<file path="src/hw/rtl/psxy_pkg.sv">
// ----------------------------------------------------------------------------
// psxy_pkg: shared types for the point sorter
// Coordinate width, the point and item types and the cell control group.
// ----------------------------------------------------------------------------
package psxy_pkg;

    localparam int COORD_BITS = 16;

    typedef logic signed [COORD_BITS-1:0] coord_t;

    typedef struct packed {
        coord_t x;
        coord_t y;
    } point_t;

    typedef struct packed {
        coord_t point_x;
        coord_t point_y;
        logic   final_point;
    } in_item_t;

    typedef struct packed {
        coord_t sorted_x;
        coord_t sorted_y;
        logic   last_out;
        logic   overflow;
    } out_item_t;

    // Per-cycle command broadcast to every cell of the chain.
    typedef struct packed {
        logic insert;
        logic shift;
    } cell_ctrl_t;

endpackage

</file>
<file path="src/hw/rtl/psxy_cell.sv">
// ----------------------------------------------------------------------------
// psxy_cell: one slot of the insertion chain
// Holds one point, compares it with the broadcast point and either keeps it,
// takes its left neighbour's point or the new point, or shifts left to drain.
// ----------------------------------------------------------------------------
module psxy_cell (
    input  logic                aclk,
    input  logic                aresetn,
    input  psxy_pkg::cell_ctrl_t ctrl,
    input  psxy_pkg::point_t    new_point,
    input  logic                left_valid,
    input  logic                left_place,
    input  psxy_pkg::point_t    left_point,
    input  logic                right_valid,
    input  psxy_pkg::point_t    right_point,
    output logic                valid,
    output logic                place,
    output psxy_pkg::point_t    point
);
    import psxy_pkg::*;

    logic   valid_reg;
    logic   valid_next;
    point_t point_reg;
    point_t point_next;
    logic   greater;

    // Lexicographic compare: stored point lies after the new one.
    assign greater = (point_reg.x > new_point.x) ||
                     ((point_reg.x == new_point.x) && (point_reg.y > new_point.y));

    // This slot changes on insertion when it is empty or its point moves right.
    assign place = !valid_reg || greater;

    always_comb begin
        valid_next = valid_reg;
        point_next = point_reg;
        if (ctrl.shift) begin
            valid_next = right_valid;
            point_next = right_point;
        end else if (ctrl.insert && place) begin
            valid_next = valid_reg || left_valid;
            point_next = left_place ? left_point : new_point;
        end
    end

    always_ff @(posedge aclk) begin
        if (!aresetn) begin
            valid_reg <= 1'b0;
        end else begin
            valid_reg <= valid_next;
        end
    end

    always_ff @(posedge aclk) begin
        point_reg <= point_next;
    end

    assign valid = valid_reg;
    assign point = point_reg;

endmodule

</file>
<file path="config.mk">
export PLATFORM = sky130hd
export DESIGN_NAME = psxy_cell
export DESIGN_NICKNAME = d
export VERILOG_FILES = /design/src/hw/rtl/psxy_pkg.sv /design/src/hw/rtl/psxy_cell.sv
export SDC_FILE = /design/constraint.sdc
export NUM_CORES = 1
export LEC_CHECK = 0
export BUFFER_PORTS_ARGS = -buffer_cell sky130_fd_sc_hd__buf_2
export CAP_MARGIN = 25
export CORE_ASPECT_RATIO = 1.5
export CORE_UTILIZATION = 45
export CTS_BUF_LIST = sky130_fd_sc_hd__clkbuf_16
export DETAILED_ROUTE_END_ITERATION = 8
export GPL_ROUTABILITY_DRIVEN = 0
export PLACE_DENSITY_LB_ADDON = 0.08
export SLEW_MARGIN = 20
export SYNTH_ARGS = -nofsm -noshare
export SYNTH_HDL_FRONTEND = slang
export SYNTH_SLANG_ARGS = --single-unit
</file>
<file path="constraint.sdc">
create_clock -name aclk -period 4.15 [get_ports aclk]
set_input_delay 0.83 -clock aclk [delete_from_list [all_inputs] [get_ports aclk]]
set_output_delay 0.83 -clock aclk [all_outputs]
set_load 0.01 [all_outputs]
</file>
==> results.sh, run 1 <==
export IMPL_antenna_found_initial=0
export IMPL_fin_util=0.628
export IMPL_crit_path_start_kind="input pin"
export IMPL_drt_wl_total_mm=5.88
export IMPL_remaining_drc_errors=0
export IMPL_ff2ff_path_depth=8
export IMPL_clock_fmax_ghz=0.285
export IMPL_hold_path_depth=2
export IMPL_tightest_slew_ps=957
export IMPL_synth_fp_nets=400
export IMPL_power_density_mw_per_mm2=309
export IMPL_largest_reg_flops=32
export IMPL_clk_pin_slew_worst_paths_ps=50
export IMPL_detailedRoute_firstIterationViolations=58
export IMPL_p_comb_frac=0.272
export IMPL_critical_path_max_stage_delay_ps=570
export IMPL_num_io_pins=137
export IMPL_regToRegSetupSlack_ps=1310
export IMPL_cts_htree_levels=2
export IMPL_totalPowerFinal_mw=1.05
export IMPL_critPathArrivalTime_ps=2670
export IMPL_grt_setup_unrepaired="no"
export IMPL_syn_area_per_cell_sq_um=9.50
export IMPL_core_area_sq_mm=0.00541
export IMPL_fillCellCount=520
export IMPL_hold_violations=0
export IMPL_setup_viol=0
export IMPL_port_buffers=136
export IMPL_vias=2389
export IMPL_multiInputGateArea_sq_mm=0.00136
export IMPL_wl_per_cell_um=12.5
export IMPL_yosysWarnings=0
export IMPL_yosysUniqueCellTypes=31
export IMPL_cp_max_fo=4
export IMPL_firstDrtPassIters=4
export IMPL_synth_seq_cells=33
export IMPL_antennaDiodeCount=0
export IMPL_fp_dieW_um=63.1
export IMPL_dp_hpwl_mm=4.73
export IMPL_fin_ws_ps=647
export IMPL_cp_slowest_cell="or4_1"
export IMPL_crit_buf_inv=3
export IMPL_period_minus_slack_ps=3500
export IMPL_register_area_sq_um=981
export IMPL_status="complete, no violations"
export IMPL_nNetsFinal=534
export IMPL_grt_pass1_vias=2282
export IMPL_cts_sinks=33
export IMPL_cp_top_family="simple AND/OR/NAND/NOR gates"
export IMPL_final_common_cell="buf_2"
export IMPL_ir_drop_uv=241
export IMPL_cts_tree="built"
export IMPL_hold_buffers=0
export IMPL_seq_power_share=0.411
export IMPL_rr_startpoint="point[30]"
export IMPL_drv_cap=0
export IMPL_pre_cts_slack_ps=634
export IMPL_cp_common_cell="buf_2"
export IMPL_grt_pass1_wl_mm=9.57
export IMPL_final_setup_tns_ps=0
export IMPL_viasPerCell=5.08
export IMPL_postSynth_asyncResetShare=0
export IMPL_slew_headroom=0.362
export IMPL_postRouteAntennaNets=0
export IMPL_switching_share=0.274
export IMPL_whs_ps=568
export IMPL_power_switching_mw=0.288
export IMPL_min_to="valid"
export IMPL_ys_flop_type="edfxtp_1"
export IMPL_cts_buffer_depth=2
export IMPL_clk_latency_ps=270
export IMPL_grt_overflow=0
export IMPL_postCtsSetupBuffers=0
export IMPL_design_die_area_sq_mm=0.00590
export IMPL_synthesis_area_sq_mm=0.00252
export IMPL_crit_path_cell_trace="buf_2 -> inv_1 -> ha_1 -> nand4_2 -> or4_1 -> o31ai_1 -> a31oi_1 -> o32ai_2 -> buf_2"
export IMPL_initial_core_util=0.465
export IMPL_required_ps=3320
export IMPL_cts_root_buf="clkbuf_16"
export IMPL_fp_dieH_um=93.6
export IMPL_core_rowCount=33
export IMPL_clkPwrFrac=0.317
export IMPL_leakage_nw=1.81
export IMPL_grtUsageTotal=0.206
export IMPL_finalCritPeriodShare=0.844
export IMPL_drv_slew=0
export IMPL_postSynthCellCount=265
export IMPL_power_internal_mw=0.762
export IMPL_hold_start="valid"
export IMPL_final_cell_mix="buf_2 (136), inv_1 (38), nand2_1 (38)"
export IMPL_cts_buffers=5
export IMPL_hold_path_class="reg -> reg"
export IMPL_cts_resized=0
export IMPL_area_growth_pct=34.9
export IMPL_grt_max_degree=40
export IMPL_drive_gt1_frac=0.368
export IMPL_synth_edff_count=32
export IMPL_fin_worst_skew_ps=4.45
export IMPL_yosysSeqAreaShare=0.390
export IMPL_r2r_end="point[16]"
export IMPL_end_kind="primary output"
export IMPL_path_class="in -> out"
-- logic make-up (layout without fill, tap and decap cells) --
| kind of cell | after synthesis | after routing | synth area share |
|---|---|---|---|
| AOI/OAI and AO/OA | 63 | 63 | 0.143 |
| adders and majority gates | 32 | 32 | 0.159 |
| buffers and inverters | 46 | 181 | 0.0686 |
| DFF | 33 | 33 | 0.390 |
| muxes | 32 | 32 | 0.127 |
| and+or+nand+nor | 59 | 59 | 0.112 |
-- cell usage after synthesis (2+ instances only) --
master,n,area share
ha_1,32,0.16
buf_1,4,0.0060
edfxtp_1,32,0.38
inv_1,35,0.052
a21oi_1,12,0.024
nor2b_1,2,0.0050
o21ai_1,31,0.062
o211ai_1,2,0.0060
nor2_1,3,0.0045
nand2_1,38,0.057
o21ai_0,6,0.012
clkbuf_1,7,0.010
a31oi_1,3,0.0075
a21o_1,4,0.012
mux2i_1,32,0.13
nand4_1,7,0.017
-- layout make-up --
cell class / instances / area share
inverter: 35 / 0.0387
tap: 70 / 0.0258
sequential: 33 / 0.289
clock inverter: 3 / 0.00332
clock buffer: 5 / 0.0368
multi-input combinational: 186 / 0.402
timing repair buffer: 138 / 0.205
-- power by group through the flow --
stage	combinational [mW]	sequential [mW]	clock (mW)
6_report	0.285	0.432	0.333
3_3_place_gp	0.285	0.436	0
2_1_floorplan	0.146	0.454	0
5_1_grt	0.322	0.437	0.353
3_5_place_dp	0.288	0.438	0
4_1_cts	0.290	0.432	0.341
-- tightest hold or removal path: cells and delay by family, from the launching register on --
kind	cells	cell delay [ps]
DFF	1	330
AOI/OAI and AO/OA	2	190
-- how the worst max path moves through the flow --
stage                  start        to  slack, ps  cells after the start
2_1_floorplan  new_point[31]  point[0]        620                      8
3_3_place_gp   new_point[31]     place        670                      9
3_5_place_dp   new_point[31]     place        630                      9
4_1_cts        new_point[31]     place        630                      9
5_1_grt        new_point[31]     place        460                      9
6_report       new_point[31]     place        650                      9
-- through the flow --
step	cell area [sq um]	cells
after global placement	3260	462
final	3400	470
after global routing	3400	470
after floorplan	2520	265
after CTS	3400	470
after detailed placement	3260	462
-- per-layer routing --
layer,part of all wire,vias to the layer above,global-route usage
li1,-,1229,-
met1,0.39,1076,0.224
met2,0.56,80,0.400
met3,0.049,4,0.0329
met4,0.0092,0,0.0581
met5,0,-,0
Power figures use the tool's default switching activity.
==> run 2: changes to the inputs <==
==> constraint.sdc (replaced) <==
create_clock -name aclk -period 3.3 [get_ports aclk]
set_input_delay 0.66 -clock aclk [delete_from_list [all_inputs] [get_ports aclk]]
set_output_delay 0.66 -clock aclk [all_outputs]
set_load 0.01 [all_outputs]
==> run 2 against run 1 <==
Die area is the same. Largest power group unchanged. Global-route usage increased by 0.28 points. Sequential power increased by 25%. Total power increased by 28%. Critical endpoint unchanged. Critical path type unchanged. Largest cell class unchanged. Highest routed layer unchanged. Routed wire length grew 1.9%.
==> results.sh, run 2 (synthesized netlist as in run 1, its figures left out) <==
export IMPL_largest_reg_flops=32
export IMPL_vias=2369
export IMPL_setup_viol=0
export IMPL_cts_buffers=5
export IMPL_finalCritPeriodShare=0.961
export IMPL_critical_path_max_stage_delay_ps=420
export IMPL_hold_path_class="reg -> reg"
export IMPL_port_buffers=136
export IMPL_ir_drop_uv=266
export IMPL_crit_path_cell_trace="buf_2 -> inv_1 -> ha_1 -> nand4_2 -> or3_1 -> a21o_1 -> and4_4 -> o32ai_2 -> buf_2"
export IMPL_drt_wl_total_mm=5.99
export IMPL_grt_pass1_vias=2298
export IMPL_final_common_cell="buf_2"
export IMPL_stdcell_area_sq_mm=0.00344
export IMPL_whs_ps=578
export IMPL_firstDrtPassIters=4
export IMPL_viasPerCell=5.03
export IMPL_num_io_pins=137
export IMPL_nNetsFinal=535
export IMPL_cts_root_buf="clkbuf_16"
export IMPL_antennaDiodeCount=0
export IMPL_remaining_drc_errors=0
export IMPL_status="complete, no violations"
export IMPL_grt_max_degree=39
export IMPL_design_die_area_sq_mm=0.00590
export IMPL_cp_slowest_cell="or3_1"
export IMPL_final_cell_mix="buf_2 (136), nand2_1 (38), inv_1 (35)"
export IMPL_area_growth_pct=36.6
export IMPL_core_rowCount=33
export IMPL_grtUsageTotal=0.209
export IMPL_drv_cap=0
export IMPL_required_ps=2640
export IMPL_placed_area_sq_mm=0.00329
export IMPL_drv_slew=0
export IMPL_cts_htree_levels=2
export IMPL_drive_gt1_frac=0.379
export IMPL_clk_pin_slew_worst_paths_ps=50
export IMPL_end_kind="primary output"
export IMPL_wl_per_cell_um=12.7
export IMPL_critPathArrivalTime_ps=2510
export IMPL_antenna_found_initial=0
export IMPL_leakage_nw=1.81
export IMPL_cp_common_cell="buf_2"
export IMPL_core_area_sq_mm=0.00541
export IMPL_postRouteAntennaNets=0
export IMPL_tightest_slew_ps=986
export IMPL_dp_hpwl_mm=4.84
export IMPL_totalPowerFinal_mw=1.34
export IMPL_grt_overflow=0
export IMPL_clk_latency_ps=270
export IMPL_power_density_mw_per_mm2=391
export IMPL_crit_buf_inv=3
export IMPL_fin_util=0.636
export IMPL_cp_top_family="simple AND/OR/NAND/NOR gates"
export IMPL_fin_worst_skew_ps=3.65
export IMPL_crit_path_start_kind="input pin"
export IMPL_final_setup_tns_ps=0
export IMPL_initial_core_util=0.465
export IMPL_cp_max_fo=4
export IMPL_grt_pass1_wl_mm=9.65
export IMPL_slew_headroom=0.343
export IMPL_detailedRoute_firstIterationViolations=27
export IMPL_hold_violations=0
export IMPL_fp_dieH_um=93.6
export IMPL_clock_fmax_ghz=0.315
export IMPL_period_minus_slack_ps=3170
export IMPL_fp_dieW_um=63.1
export IMPL_cts_tree="built"
export IMPL_cts_sinks=33
export IMPL_cts_buffer_depth=2
export IMPL_grt_setup_unrepaired="no"
export IMPL_path_class="in -> out"
run 2: layer usage:
metal | vias up | track usage | wire length [um]
li1 | 1225 | - | -
met1 | 1056 | 0.214 | 2340
met2 | 82 | 0.413 | 3260
met3 | 6 | 0.0390 | 321
met4 | 0 | 0.0640 | 65
met5 | - | 0 | 0
run 2: stage by stage:
step           setup WS, ps  instances
6_report                129        471
5_1_grt                2.11        471
4_1_cts                84.9        471
3_5_place_dp           91.4        463
3_3_place_gp            180        463
2_1_floorplan           202        265
run 2: final timing paths:
| path | start | end | slack [ps] | cells past startpoint |
|---|---|---|---|---|
| worst max-delay path | new_point[31] | place | 130 | 9 |
| worst min-delay path | valid | valid | 580 | 2 |
| worst max register to register | point[31] | point[3] | 550 | 8 |
| worst min register to register | valid | valid | 580 | 2 |
run 2: area by class of cell:
class / instances / area [sq um]
Timing Repair Buffer: 139 / 728
Tap cell: 70 / 87.6
Clock inverter: 3 / 12.5
Fill cell: 495 / 1970
Multi-Input combinational cell: 186 / 1370
Clock buffer: 5 / 125
Inverter: 35 / 131
Sequential cell: 33 / 981
run 2: timing repair:
action                                  in CTS  in global routing
setup buffers                                0                  0
resized for setup                            0                  2
hold buffers                                 0                  0
endpoints found under the setup margin       0                  1
run 2: power by group:
group / internal, mW / switching (mW)
combinational: 0.176 / 0.191
sequential: 0.518 / 0.0244
clock: 0.272 / 0.162
run 2: worst reg2reg max path, cell delays in order, from the launching register on:
cell      delay, ps
edfxtp_1        390
ha_1            360
nand4_2         150
or3_1           420
a21o_1          180
and4_4          180
o32ai_2         270
a21o_2          320
buf_12          200
